$ cat src/rtl/qsort_pkg.sv
`timescale 1ns / 1ps
package qsort_pkg;

	// width of the value fields on both channels
	localparam int VALUE_W = 32;

	// parameter defaults for the top level
	localparam int MAX_ITEMS_DEF  = 64;
	localparam int DATA_WIDTH_DEF = 32;

	// sequencer states
	typedef enum logic [3:0] {
		S_LOAD,
		S_PART_INIT,
		S_PIVOT,
		S_SCAN_RD,
		S_SCAN_CMP,
		S_SCAN_SWAP,
		S_FIN_RD,
		S_FIN_WR1,
		S_FIN_WR2,
		S_NEXT,
		S_POP,
		S_EMIT_RD,
		S_EMIT_LOAD,
		S_EMIT_WAIT
	} seq_state_t;

	// per-result marks that travel beside the sorted element
	typedef struct packed {
		logic end_of_run;
		logic overflow;
	} run_flags_t;

endpackage

$ cat src/rtl/qsort_if.sv
`timescale 1ns / 1ps

// input channel: one element per request
interface qsort_in_if import qsort_pkg::*; ();
	logic                      valid;
	logic                      ready;
	logic signed [VALUE_W-1:0] value;
	logic                      last;

	modport source (output valid, value, last, input ready);
	modport sink (input valid, value, last, output ready);
endinterface

// result channel: one sorted element per request
interface qsort_out_if import qsort_pkg::*; ();
	logic                      valid;
	logic                      ready;
	logic signed [VALUE_W-1:0] sorted_value;
	logic                      end_of_run;
	logic                      overflow;

	modport source (output valid, sorted_value, end_of_run, overflow, input ready);
	modport sink (input valid, sorted_value, end_of_run, overflow, output ready);
endinterface

$ cat src/rtl/qsort_elem_ram.sv
`timescale 1ns / 1ps
module qsort_elem_ram import qsort_pkg::*; #(
	parameter int DEPTH = MAX_ITEMS_DEF,
	parameter int WIDTH = DATA_WIDTH_DEF
) (
	input  logic                     clk,
	input  logic                     we,
	input  logic [$clog2(DEPTH)-1:0] waddr,
	input  logic [WIDTH-1:0]         wdata,
	input  logic [$clog2(DEPTH)-1:0] raddr0,
	input  logic [$clog2(DEPTH)-1:0] raddr1,
	output logic [WIDTH-1:0]         rdata0,
	output logic [WIDTH-1:0]         rdata1
);

	logic [WIDTH-1:0] mem [DEPTH];

	// single write port
	always_ff @(posedge clk) begin
		if (we) begin
			mem[waddr] <= wdata;
		end
	end

	// two registered read ports
	always_ff @(posedge clk) begin
		rdata0 <= mem[raddr0];
		rdata1 <= mem[raddr1];
	end

endmodule

$ cat src/rtl/qsort_seq.sv
`timescale 1ns / 1ps
module qsort_seq import qsort_pkg::*; #(
	parameter int MAX_ITEMS  = MAX_ITEMS_DEF,
	parameter int DATA_WIDTH = DATA_WIDTH_DEF,
	localparam int IW = $clog2(MAX_ITEMS),
	localparam int CW = $clog2(MAX_ITEMS + 1)
) (
	input  logic                         clk,
	input  logic                         arst_n,
	// load side
	input  logic                         in_valid,
	output logic                         in_ready,
	input  logic signed [DATA_WIDTH-1:0] in_key,
	input  logic                         in_last,
	// result side
	output logic                         out_valid,
	input  logic                         out_ready,
	output logic signed [DATA_WIDTH-1:0] out_key,
	output run_flags_t                   out_flags,
	// element memory port
	output logic                         ram_we,
	output logic [IW-1:0]                ram_waddr,
	output logic [DATA_WIDTH-1:0]        ram_wdata,
	output logic [IW-1:0]                ram_raddr0,
	output logic [IW-1:0]                ram_raddr1,
	input  logic signed [DATA_WIDTH-1:0] ram_rdata0,
	input  logic signed [DATA_WIDTH-1:0] ram_rdata1
);

	seq_state_t state_q, state_d;

	logic [CW-1:0] count_q;
	logic          ovf_q;
	logic [CW-1:0] sp_q;
	logic          out_valid_q;

	logic [IW-1:0] lo_q, hi_q, i_q, idx_q, k_q;
	logic signed [DATA_WIDTH-1:0] pivot_q, swap_q;

	// range stack memory, entries are {left, right}
	logic [2*IW-1:0] stack_mem [MAX_ITEMS];
	logic [2*IW-1:0] stack_rd_q;
	logic            push;
	logic [IW-1:0]   stack_raddr;

	logic          accept, full, finish;
	logic [CW-1:0] n_next;
	logic          less;
	logic          right_ok, left_ok;
	logic          scan_done;
	logic          run_last;
	logic [IW-1:0] idx_inc, idx_dec;

	// shared compare unit: signed less-than against the pivot
	assign less = ram_rdata0 < pivot_q;

	assign accept   = in_valid && in_ready;
	assign full     = count_q == CW'(MAX_ITEMS);
	assign finish   = in_last || full;
	assign n_next   = full ? count_q : count_q + CW'(1);
	assign idx_inc  = idx_q + IW'(1);
	assign idx_dec  = idx_q - IW'(1);
	assign scan_done = i_q == hi_q;
	assign run_last = (CW'(k_q) + CW'(1)) == count_q;

	// subranges around the final pivot place that still hold two or more
	assign right_ok = ((IW + 1)'(idx_q) + (IW + 1)'(1)) < (IW + 1)'(hi_q);
	assign left_ok  = (IW + 1)'(idx_q) > ((IW + 1)'(lo_q) + (IW + 1)'(1));

	assign out_valid = out_valid_q;

	// state register
	always_ff @(posedge clk or negedge arst_n) begin
		if (!arst_n) begin
			state_q <= S_LOAD;
		end else begin
			state_q <= state_d;
		end
	end

	// next state and memory controls
	always_comb begin
		state_d     = state_q;
		in_ready    = 1'b0;
		ram_we      = 1'b0;
		ram_waddr   = count_q[IW-1:0];
		ram_wdata   = in_key;
		ram_raddr0  = i_q;
		ram_raddr1  = idx_inc;
		push        = 1'b0;
		stack_raddr = IW'(sp_q - CW'(1));
		unique case (state_q)
			S_LOAD: begin
				in_ready = 1'b1;
				if (in_valid) begin
					ram_we = !full;
					if (finish) begin
						state_d = (n_next < CW'(2)) ? S_EMIT_RD : S_PART_INIT;
					end
				end
			end
			S_PART_INIT: begin
				ram_raddr0 = lo_q;
				state_d    = S_PIVOT;
			end
			S_PIVOT: begin
				state_d = S_SCAN_RD;
			end
			S_SCAN_RD: begin
				state_d = S_SCAN_CMP;
			end
			S_SCAN_CMP: begin
				if (less) begin
					ram_we    = 1'b1;
					ram_waddr = idx_inc;
					ram_wdata = ram_rdata0;
					state_d   = S_SCAN_SWAP;
				end else begin
					state_d = scan_done ? S_FIN_RD : S_SCAN_RD;
				end
			end
			S_SCAN_SWAP: begin
				ram_we    = 1'b1;
				ram_waddr = i_q;
				ram_wdata = swap_q;
				state_d   = scan_done ? S_FIN_RD : S_SCAN_RD;
			end
			S_FIN_RD: begin
				ram_raddr0 = idx_q;
				state_d    = S_FIN_WR1;
			end
			S_FIN_WR1: begin
				ram_we    = 1'b1;
				ram_waddr = lo_q;
				ram_wdata = ram_rdata0;
				state_d   = S_FIN_WR2;
			end
			S_FIN_WR2: begin
				ram_we    = 1'b1;
				ram_waddr = idx_q;
				ram_wdata = pivot_q;
				state_d   = S_NEXT;
			end
			S_NEXT: begin
				if (right_ok || left_ok) begin
					push    = right_ok && left_ok;
					state_d = S_PART_INIT;
				end else if (sp_q != '0) begin
					state_d = S_POP;
				end else begin
					state_d = S_EMIT_RD;
				end
			end
			S_POP: begin
				state_d = S_PART_INIT;
			end
			S_EMIT_RD: begin
				ram_raddr0 = k_q;
				state_d    = S_EMIT_LOAD;
			end
			S_EMIT_LOAD: begin
				state_d = S_EMIT_WAIT;
			end
			S_EMIT_WAIT: begin
				if (out_ready) begin
					state_d = run_last ? S_LOAD : S_EMIT_RD;
				end
			end
			default: begin
				state_d = S_LOAD;
			end
		endcase
	end

	// control registers
	always_ff @(posedge clk or negedge arst_n) begin
		if (!arst_n) begin
			count_q     <= '0;
			ovf_q       <= 1'b0;
			sp_q        <= '0;
			out_valid_q <= 1'b0;
		end else begin
			if (state_q == S_LOAD && accept) begin
				if (full) begin
					ovf_q <= 1'b1;
				end else begin
					count_q <= count_q + CW'(1);
				end
			end
			if (push) begin
				sp_q <= sp_q + CW'(1);
			end else if (state_q == S_NEXT && !right_ok && !left_ok && sp_q != '0) begin
				sp_q <= sp_q - CW'(1);
			end
			if (state_q == S_EMIT_LOAD) begin
				out_valid_q <= 1'b1;
			end else if (state_q == S_EMIT_WAIT && out_ready) begin
				out_valid_q <= 1'b0;
				if (run_last) begin
					count_q <= '0;
					ovf_q   <= 1'b0;
				end
			end
		end
	end

	// range, scan and result registers
	always_ff @(posedge clk) begin
		case (state_q)
			S_LOAD: begin
				lo_q <= '0;
				hi_q <= IW'(n_next - CW'(1));
				k_q  <= '0;
			end
			S_PIVOT: begin
				pivot_q <= ram_rdata0;
				idx_q   <= lo_q;
				i_q     <= lo_q + IW'(1);
			end
			S_SCAN_CMP: begin
				if (less) begin
					swap_q <= ram_rdata1;
					idx_q  <= idx_inc;
				end else if (!scan_done) begin
					i_q <= i_q + IW'(1);
				end
			end
			S_SCAN_SWAP: begin
				if (!scan_done) begin
					i_q <= i_q + IW'(1);
				end
			end
			S_NEXT: begin
				// keep the left part in hand, the right one goes to the stack
				if (left_ok) begin
					hi_q <= idx_dec;
				end else if (right_ok) begin
					lo_q <= idx_inc;
				end
			end
			S_POP: begin
				lo_q <= stack_rd_q[2*IW-1:IW];
				hi_q <= stack_rd_q[IW-1:0];
			end
			S_EMIT_LOAD: begin
				out_key              <= ram_rdata0;
				out_flags.end_of_run <= run_last;
				out_flags.overflow   <= ovf_q;
			end
			S_EMIT_WAIT: begin
				if (out_ready) begin
					k_q <= k_q + IW'(1);
				end
			end
			default: begin
			end
		endcase
	end

	// range stack write and registered read
	always_ff @(posedge clk) begin
		if (push) begin
			stack_mem[sp_q[IW-1:0]] <= {idx_inc, hi_q};
		end
		stack_rd_q <= stack_mem[stack_raddr];
	end

	// no load while a result is still held
	a_ready_idle: assert property (@(posedge clk) disable iff (!arst_n)
		in_ready |-> !out_valid_q)
		else $error("input ready while a result is pending");

	// store fill never passes its depth
	a_count_bound: assert property (@(posedge clk) disable iff (!arst_n)
		count_q <= CW'(MAX_ITEMS))
		else $error("item count beyond store depth");

	// scan keeps the boundary behind the scan index and inside the range
	a_scan_order: assert property (@(posedge clk) disable iff (!arst_n)
		(state_q == S_SCAN_RD) |-> (idx_q < i_q && i_q <= hi_q && lo_q <= idx_q))
		else $error("partition indexes out of order");

	// pending ranges are disjoint and hold two or more elements
	a_stack_bound: assert property (@(posedge clk) disable iff (!arst_n)
		sp_q <= CW'(MAX_ITEMS / 2))
		else $error("range stack deeper than possible");

	// the marked last result closes the run and reopens loading
	a_run_close: assert property (@(posedge clk) disable iff (!arst_n)
		(out_valid_q && out_ready && out_flags.end_of_run)
			|=> (state_q == S_LOAD && count_q == '0 && !ovf_q))
		else $error("run did not close after its last result");

endmodule

$ cat src/rtl/quicksort_integer_sorter.sv
`timescale 1ns / 1ps
// Sorts a set of signed integers in ascending order. Elements arrive one per
// request, one per cycle, until a request marked last; the set is then sorted
// in place by Lomuto-partition quicksort (leftmost element as pivot, pending
// ranges on a small stack) and sent out as a run whose final result carries
// end_of_run. An element arriving when MAX_ITEMS are already held is dropped,
// ends the set and marks every result of that run with overflow. The input is
// not ready from the closing request until the last result is taken. A
// partition of a range reads the leftmost element as pivot, then reads and
// compares each further element in turn, and for an element that moves
// writes both places of the swap; then the pivot is put in its place, the
// subranges are kept or stacked, and a range that comes off the stack takes
// one more step to pop. All compares go through one signed comparator
// against the element memory with two registered read ports and one write
// port. Results leave one at a time: the next element is read only after
// the sink takes the last one. Run time grows quadratically in the worst
// case, on presorted or all-equal data.
module quicksort_integer_sorter import qsort_pkg::*; #(
	parameter int MAX_ITEMS  = MAX_ITEMS_DEF,
	parameter int DATA_WIDTH = DATA_WIDTH_DEF
) (
	input  logic        clk,
	input  logic        arst_n,
	qsort_in_if.sink    item,
	qsort_out_if.source result
);

	localparam int IW = $clog2(MAX_ITEMS);

	logic signed [DATA_WIDTH-1:0] in_key;
	logic signed [DATA_WIDTH-1:0] out_key;
	run_flags_t                   out_flags;

	logic                         ram_we;
	logic [IW-1:0]                ram_waddr, ram_raddr0, ram_raddr1;
	logic [DATA_WIDTH-1:0]        ram_wdata, ram_rdata0, ram_rdata1;

	// element as stored: kept low bits, sign-extended to the data width
	assign in_key = DATA_WIDTH'(item.value);

	// result value: low bits of the sign-extended element
	assign result.sorted_value = VALUE_W'(out_key);
	assign result.end_of_run   = out_flags.end_of_run;
	assign result.overflow     = out_flags.overflow;

	qsort_elem_ram #(
		.DEPTH (MAX_ITEMS),
		.WIDTH (DATA_WIDTH)
	) u_ram (
		.clk    (clk),
		.we     (ram_we),
		.waddr  (ram_waddr),
		.wdata  (ram_wdata),
		.raddr0 (ram_raddr0),
		.raddr1 (ram_raddr1),
		.rdata0 (ram_rdata0),
		.rdata1 (ram_rdata1)
	);

	qsort_seq #(
		.MAX_ITEMS  (MAX_ITEMS),
		.DATA_WIDTH (DATA_WIDTH)
	) u_seq (
		.clk        (clk),
		.arst_n     (arst_n),
		.in_valid   (item.valid),
		.in_ready   (item.ready),
		.in_key     (in_key),
		.in_last    (item.last),
		.out_valid  (result.valid),
		.out_ready  (result.ready),
		.out_key    (out_key),
		.out_flags  (out_flags),
		.ram_we     (ram_we),
		.ram_waddr  (ram_waddr),
		.ram_wdata  (ram_wdata),
		.ram_raddr0 (ram_raddr0),
		.ram_raddr1 (ram_raddr1),
		.ram_rdata0 (ram_rdata0),
		.ram_rdata1 (ram_rdata1)
	);

endmodule

$ cat src/flat_wrapper.sv
// flat-port wrapper written by rule: the top's interface ports become plain ports
module quicksort_integer_sorter_flat import qsort_pkg::*;
#(
	parameter int MAX_ITEMS  = MAX_ITEMS_DEF,
	parameter int DATA_WIDTH = DATA_WIDTH_DEF
)
  (clk, arst_n, item_valid, item_value, item_last, item_ready, result_valid, result_sorted_value, result_end_of_run, result_overflow, result_ready);
  qsort_in_if item_i ();
  qsort_out_if result_i ();
  input  logic clk;
  input  logic arst_n;
  input wire logic [$bits(item_i.valid)-1:0] item_valid;
  input wire logic [$bits(item_i.value)-1:0] item_value;
  input wire logic [$bits(item_i.last)-1:0] item_last;
  output wire logic [$bits(item_i.ready)-1:0] item_ready;
  output wire logic [$bits(result_i.valid)-1:0] result_valid;
  output wire logic [$bits(result_i.sorted_value)-1:0] result_sorted_value;
  output wire logic [$bits(result_i.end_of_run)-1:0] result_end_of_run;
  output wire logic [$bits(result_i.overflow)-1:0] result_overflow;
  input wire logic [$bits(result_i.ready)-1:0] result_ready;
  assign item_i.valid = item_valid;
  assign item_i.value = item_value;
  assign item_i.last = item_last;
  assign item_ready = item_i.ready;
  assign result_valid = result_i.valid;
  assign result_sorted_value = result_i.sorted_value;
  assign result_end_of_run = result_i.end_of_run;
  assign result_overflow = result_i.overflow;
  assign result_i.ready = result_ready;
  quicksort_integer_sorter #(.MAX_ITEMS(MAX_ITEMS), .DATA_WIDTH(DATA_WIDTH)) u_core (.clk(clk), .arst_n(arst_n), .item(item_i), .result(result_i));
endmodule
$ cat config.mk
export PLATFORM = sky130hd
export DESIGN_NAME = quicksort_integer_sorter_flat
export DESIGN_NICKNAME = d
export VERILOG_FILES = /design/src/rtl/qsort_pkg.sv /design/src/rtl/qsort_if.sv /design/src/rtl/qsort_elem_ram.sv /design/src/rtl/qsort_seq.sv /design/src/rtl/quicksort_integer_sorter.sv /design/src/flat_wrapper.sv
export SDC_FILE = /design/constraint.sdc
export NUM_CORES = 2
export LEC_CHECK = 0
export BUFFER_PORTS_ARGS = -buffer_cell sky130_fd_sc_hd__buf_4
export CAP_MARGIN = 40
export CORE_UTILIZATION = 33
export CTS_CLUSTER_SIZE = 30
export DETAILED_ROUTE_END_ITERATION = 10
export HOLD_SLACK_MARGIN = 0.03
export SLEW_MARGIN = 5
export SYNTH_ARGS = -nofsm -noshare
export SYNTH_HDL_FRONTEND = slang
export SYNTH_SLANG_ARGS = --single-unit
export TNS_END_PERCENT = 5
$ cat constraint.sdc
create_clock -name clk -period 17.05 [get_ports clk]
set_input_delay 3.41 -clock clk [delete_from_list [all_inputs] [get_ports clk]]
set_output_delay 3.41 -clock clk [all_outputs]
set_load 0.1 [all_outputs]
### Word level (Yosys, flattened, before mapping)

Memories as Yosys holds them, arrays and structs flattened. A register that Yosys moved wholly into a read port is not among the register bits.
Cells that the tools add are included.

| cells by class | value |
|---|---|
| add/subtract/negate cells | 12 |
| $mul | 0 |
| div/mod/pow operators | 0 |
| $lt $le $gt $ge | 4 |
| equal/unequal tests | 24 |
| shift-type cells | 0 |
| muxes and demuxes | 51 |
| bitwise gates (word level) | 0 |
| reduce and logical (&&, ||, !) cells | 28 |

Operators with widths:

| operator | count |
|---|---|
| one-hot mux 32 bit (4 select lines) | 1 |
| one-hot mux 6 bit (3 select lines) | 4 |
| one-hot mux 4 bit (14 select lines) | 1 |
| two-way mux 7 bit | 7 |
| two-way mux 6 bit | 8 |
| < comparator 32 bit | 1 |
| two-way mux 32 bit | 1 |
| adder 6 x 1 -> 6 bit (second input constant) | 4 |
| == test 4 bit (second input constant) | 6 |
| two-way mux 4 bit | 6 |
| one-hot mux 6 bit (2 select lines) | 2 |
| one-hot mux 6 bit (4 select lines) | 1 |
| adder 6 x 1 -> 7 bit (second input constant) | 3 |
| two-way mux 1 bit | 17 |
| == test 4 x 3 -> 1 bit (second input constant) | 4 |
| != test 2 bit (second input constant) | 8 |
| adder 7 x 1 -> 7 bit (second input constant) | 2 |
| subtractor 6 x 1 -> 6 bit (second input constant) | 2 |
| AND reduction 2 bit | 5 |
| == test 4 x 2 -> 1 bit (second input constant) | 2 |
| nonzero test 2 bit | 4 |
| == test 7 bit | 1 |
| == test 7 bit (second input constant) | 1 |
| > comparator 6 x 7 -> 1 bit | 1 |
| 15 further kinds | 27 |

| storage, ports and cells | value |
|---|---|
| register bits after elaboration | 148 |
| bits in latches | 0 |
| memory bits (writable) | 2,816 |
| memory bits (read-only) | 0 |
| bits of input ports | 37 |
| output and inout port bits | 36 |
| memories kept | 2 |

Memories:

| name | words | width | read ports | clocked after Yosys merged registers in | write ports | line | RTL |
|---|---|---|---|---|---|---|---|
| u_core.u_ram.mem | 64 | 32 | 2 | 2 | 1 | qsort_elem_ram.sv:16 | `logic [WIDTH-1:0] mem [DEPTH];` |
| u_core.u_seq.stack_mem | 64 | 12 | 1 | 1 | 1 | qsort_seq.sv:41 | `logic [2*IW-1:0] stack_mem [MAX_ITEMS];` |

### Logic depth before layout (Yosys ltp)

| depth | value |
|---|---|
| depth after elaboration | 8 |
| mapped depth | 17 |

### Cells and area by module

A second synthesis with hierarchy kept.

| second synthesis, totals | value |
|---|---|
| cell total of the unflattened synthesis | 6,355 |
| area total of the unflattened synthesis | 133,639.4 µm² |

By module, submodules not included:

| module | times used | cells each | area each (µm²) | seq. area each (µm²) |
|---|---|---|---|---|
| qsort_elem_ram | 1 | 4,412 | 95,660.5 | 62,780.2 |
| qsort_seq | 1 | 1,943 | 37,978.9 | 27,646.5 |

### Worst setup path before layout

OpenSTA, ideal clock, no wires.

| timing path | value |
|---|---|
| path type | input to register |
| start point | input port item_valid |
| end point | memory u_core.u_ram.mem[2][0] (netlist name) (enable) |
| library setup time | 0.461 ns |
| arrival time | 6.568 ns |
| path slack | 10.021 ns |
| cell stages on the path | 7 |
| path buffers | 1 |
| cell sequence | nor2b_1 -> o21ai_0 -> o211a_1 -> nor2b_1 -> clkbuf_1 -> nand2_1 -> nor3_1 |

| between the ends | value |
|---|---|
| longest elaborated chain between the ends | 4 |

Ends and longest elaborated chain:

| what | line | RTL |
|---|---|---|
| start: declaration | flat_wrapper.sv:12 | `input wire logic [$bits(item_i.valid)-1:0] item_valid;` |
| two-way mux 1 bit | qsort_seq.sv:95 | `if (in_valid) begin` |
| one-hot mux 1 bit (3 select lines) | qsort_seq.sv:92 | `unique case (state_q)` |
| two-way mux 1 bit | qsort_elem_ram.sv:20 | `if (we) begin` |
| two-way mux 1 bit (implied by the code) | qsort_elem_ram.sv:21 | `mem[waddr] <= wdata;` |
| end: declaration | qsort_elem_ram.sv:16 |  |

Every way passes these cells.

### Worst setup path in the final report

| timing path | value |
|---|---|
| start point | register u_core.u_seq.state_q[1] |
| end point | register u_core.u_ram.rdata0[22], read port of u_core.u_ram.mem |

| between the ends | value |
|---|---|
| longest elaborated chain between the ends | 2 |

Ends and longest elaborated chain:

| what | line | RTL |
|---|---|---|
| start: declaration | qsort_seq.sv:30 | `seq_state_t state_q, state_d;` |
| start signal: assignment | qsort_seq.sv:77 | `state_q <= state_d;` |
| == test 4 bit (tied with other cells) | qsort_seq.sv:92 |  |
| one-hot mux 6 bit (3 select lines) * | qsort_seq.sv:92 |  |
| end: declaration | qsort_elem_ram.sv:12 | `output logic [WIDTH-1:0] rdata0,` |

Every way passes the cells marked *; elsewhere a longest branch is shown, timed or not.
A chain may end at the register's enable or synchronous reset.

==> reports/qor.yml <==
outcome: "finished, violations left"
violations: "design-rule violations"
chipHeight_um: 641.7
ys.flop_type: "edfxtp_1"
drive_above_1_share_pct: 21.06
cts_made_buffers: 307
area_growth_pct: 13.76
relSlewSlack_pct: 17.55
clk_pin_slew_ns: 0.07
nFillCells: 37140
leakage_nw: 49.39
met2_usage_pct: 31.44
synth-edff-count: 2944
dieArea_um2: 411800
rows: 234
synthesis.area_um2: 135000
globalplace.congestion: 0.9186
grt.met3_usage_pct: 5.712
hold_viol_final: 0
startpoint: "u_core.u_seq.state_q[1]"
antenna_found_initial: 35
min_from: "u_core.u_ram.rdata1[22]"
coreArea_um2: 406700
cts_hold_buf: 0
syn_nets: 8808
avgSynthCellArea_um2: 15.49
post-route-period-util_pct: 41.37
overflow: 0
synth_cell_type_count: 84
drc: 2
rsz0062_at_grt: "false"
fin_ws_ns: 9.997
grt_start_max_net_pins: 178
post_cts_buffers: 0
p_per_area_nw_per_um2: 205.5
critical_path_required_ns: 17.89
clock_latency_ns: 0.92
globalRouteMet1Util_pct: 28.72
cts_tree: "built"
critPathKind: "flop to flop"
ctsLongestPathBuffers: 4
ys_seq_elements: 3040
worstSetupEndpointType: "flop"
ys_seq_area_share_pct: 66.96
dpl_worst_slack_ns: 10.26
wl_per_cell_um: 30.72
maxSlewViolCount: 0
drt_first_iter_violations: 14000
tightest_slew_ns: 1.237
synth_warnings: 0
r2r-start: "u_core.u_seq.state_q[1]"
start_kind: "flop"
detailed_place_hpwl_um: 267000
cts_num_sinks: 3040
start_util_pct: 33.21
async_flop_share_pct: 0.6579
fp.dieW_um: 641.7
vias: 86850
grt_pass1_wl_um: 627000
wl_um: 444800
root_buffer: "clkbuf_16"
nNetsFinal: 8899
htree_num_levels: 5
fmax_ghz: 0.1418
period_needed_ns: 7.053
fin_skew_ns: 0.08132
num_io_pins: 73
tns_ns: 0
drt_first_pass_iters: 11
arrival_ns: 7.89
hold_path.class: "flop to flop"
grt-busiest-layer: "met2"
setup_violations: 0
maxCapViolCount: 0
vdd_ir_drop_max_mv: 0.2631
grtUsageTotal_pct: 20.91
first_global_vias: 83900
port_buffers: 72
cts_resized: 0
synthCells: 8720
crit_fanout: 177
antenna_left: 0
routed_via_density: 5.998
## where the power goes
| group | total [W] | switching, W | internal, W |
|---|---|---|---|
| Combinational | 0.0152 | 0.0103 | 0.00493 |
| Sequential | 0.00975 | 0.000297 | 0.00946 |
| Clock | 0.00664 | 0.00289 | 0.00374 |
## stage by stage
step	util (%)	cells	instance area (um2)	power [W]	hold slack (ns)
after CTS	37.77	14470	153600	0.03124	0.3975
after global routing	37.77	14470	153600	0.03250	0.4025
after global placement	35.00	13820	142400	0.02415	0.3871
after detailed placement	35.40	13930	144000	0.02464	0.3887
after floorplan	-	8720	135000	0.01874	0.3855
final	37.78	14480	153600	0.03158	0.3908
## cell usage after synthesis, drive strengths merged, types with 12 or more instances
master	number	area, um2
a21boi	13	97.59
a21oi	369	1847
a222oi	36	360.4
a22o	52	455.4
a22oi	93	698.2
a311oi	60	531.8
a31oi	159	994.7
a32oi	128	1121
and3	78	488.0
buf	334	1609
clkbuf	301	1130
dfrtp	20	500.5
dfxtp	76	1521
edfxtp	2944	88400
ha	51	638.1
inv	56	210.2
mux2i	138	1381
mux4	892	20090
nand2	1824	6847
nand2b	13	81.33
nand3	499	2497
nor2	220	845.8
nor3	22	115.1
nor4	39	244.0
o21ai	45	225.2
o22a	23	201.4
o22ai	12	75.07
or3	34	212.7
xnor2	33	289.0
xor2	22	192.7
## state kept, by name (all words and copies together) (netlist names), 2 cells and up
name / count
u_core.u_seq.stack_rd_q: 12
u_core.u_seq.out_key: 32
u_core.u_seq.sp_q: 7
u_core.u_seq.out_flags: 2
u_core.u_seq.swap_q: 32
u_core.u_ram.rdata0: 32
u_core.u_seq.pivot_q: 32
u_core.u_ram.mem: 2048
u_core.u_seq.k_q: 6
u_core.u_seq.hi_q: 6
u_core.u_seq.stack_mem: 768
u_core.u_seq.idx_q: 6
u_core.u_seq.lo_q: 6
u_core.u_seq.i_q: 6
u_core.u_seq.state_q: 4
u_core.u_seq.count_q: 7
u_core.u_ram.rdata1: 32
## final timing paths
path / to / slack [ns] / depth (start not counted)
setup / recovery: u_core.u_ram.rdata0[22] / 10.0 / 12
hold / removal: u_core.u_seq.swap_q[22] / 0.39 / 0
setup reg to reg: u_core.u_ram.rdata0[22] / 10.0 / 12
hold reg to reg: u_core.u_seq.swap_q[22] / 0.39 / 0
max in group asynchronous: u_core.u_seq.sp_q[0] / 14.36 / 1
min in group asynchronous: u_core.u_seq.state_q[2] / 2.40 / 1
## cell families after synthesis
family / Yosys count / share of synthesized area [%]
buf+inv: 691 / 2.184
compound gates: 1057 / 5.359
simple gates: 2793 / 8.743
fa+ha+maj: 51 / 0.4725
flops: 3040 / 66.96
mux: 1033 / 15.92
xor+xnor: 55 / 0.3567
## per-layer routing
metal  vias to the layer above  wire (um)
met1                     44910     170800
met2                      6173     197300
li1                      34690          -
met5                         -        163
met3                      1055      57200
met4                        26      19380
## critical path, cell delays in order (launching register included)
cell,delay (ns)
dfrtp_1,0.88
and3_1,0.34
nor2_1,0.10
o31ai_4,0.78
buf_4,0.84
buf_12,0.54
buf_12,0.67
nand2_1,0.13
a22o_1,0.31
a2111o_1,0.56
or4_1,0.60
nor4_1,0.28
clkdlybuf4s15_2,0.31
## area by class of cell
class                      instances  area, um2  area share, %
antenna                            7      17.52        0.01140
clock buffer                     408       8443          5.496
clock inverter                   135       1176         0.7656
inverter                          56      225.2         0.1466
multi-input combinational       4989      42480          27.65
sequential                      3040      90430          58.87
tap                             5428       6792          4.421
timing repair buffer             417       4056          2.641
## cell usage in the layout, fill, tap and decap left out, types with 12 or more instances in the layout
cell type	synthesis	layout
nor3_1	21	13
a31oi_1	159	159
bufinv_16	0	17
or3_1	34	32
a311oi_1	59	59
buf_4	29	332
xnor2_1	33	29
a32oi_1	128	128
buf_12	0	35
o22a_1	23	23
a22oi_1	93	93
nor2_4	0	68
a222oi_1	36	36
ha_1	51	49
clkbuf_8	0	19
a21oi_1	369	369
nand3_1	499	496
edfxtp_1	2944	2944
and3_1	78	78
mux2i_1	138	138
nand2b_1	13	12
clkbuf_1	301	73
dfrtp_1	20	19
o22ai_1	12	12
clkbuf_16	0	316
o21ai_0	43	43
inv_1	54	50
mux4_2	892	892
buf_6	4	16
nand2_2	0	34
clkinv_2	0	56
dfxtp_1	76	76
nor4_1	39	35
nand2_1	1824	1790
xor2_1	22	20
nor2_1	212	152
clkinv_1	0	40
a22o_1	52	52
buf_16	0	22
Note: power is estimated with default switching activity, not from simulation.
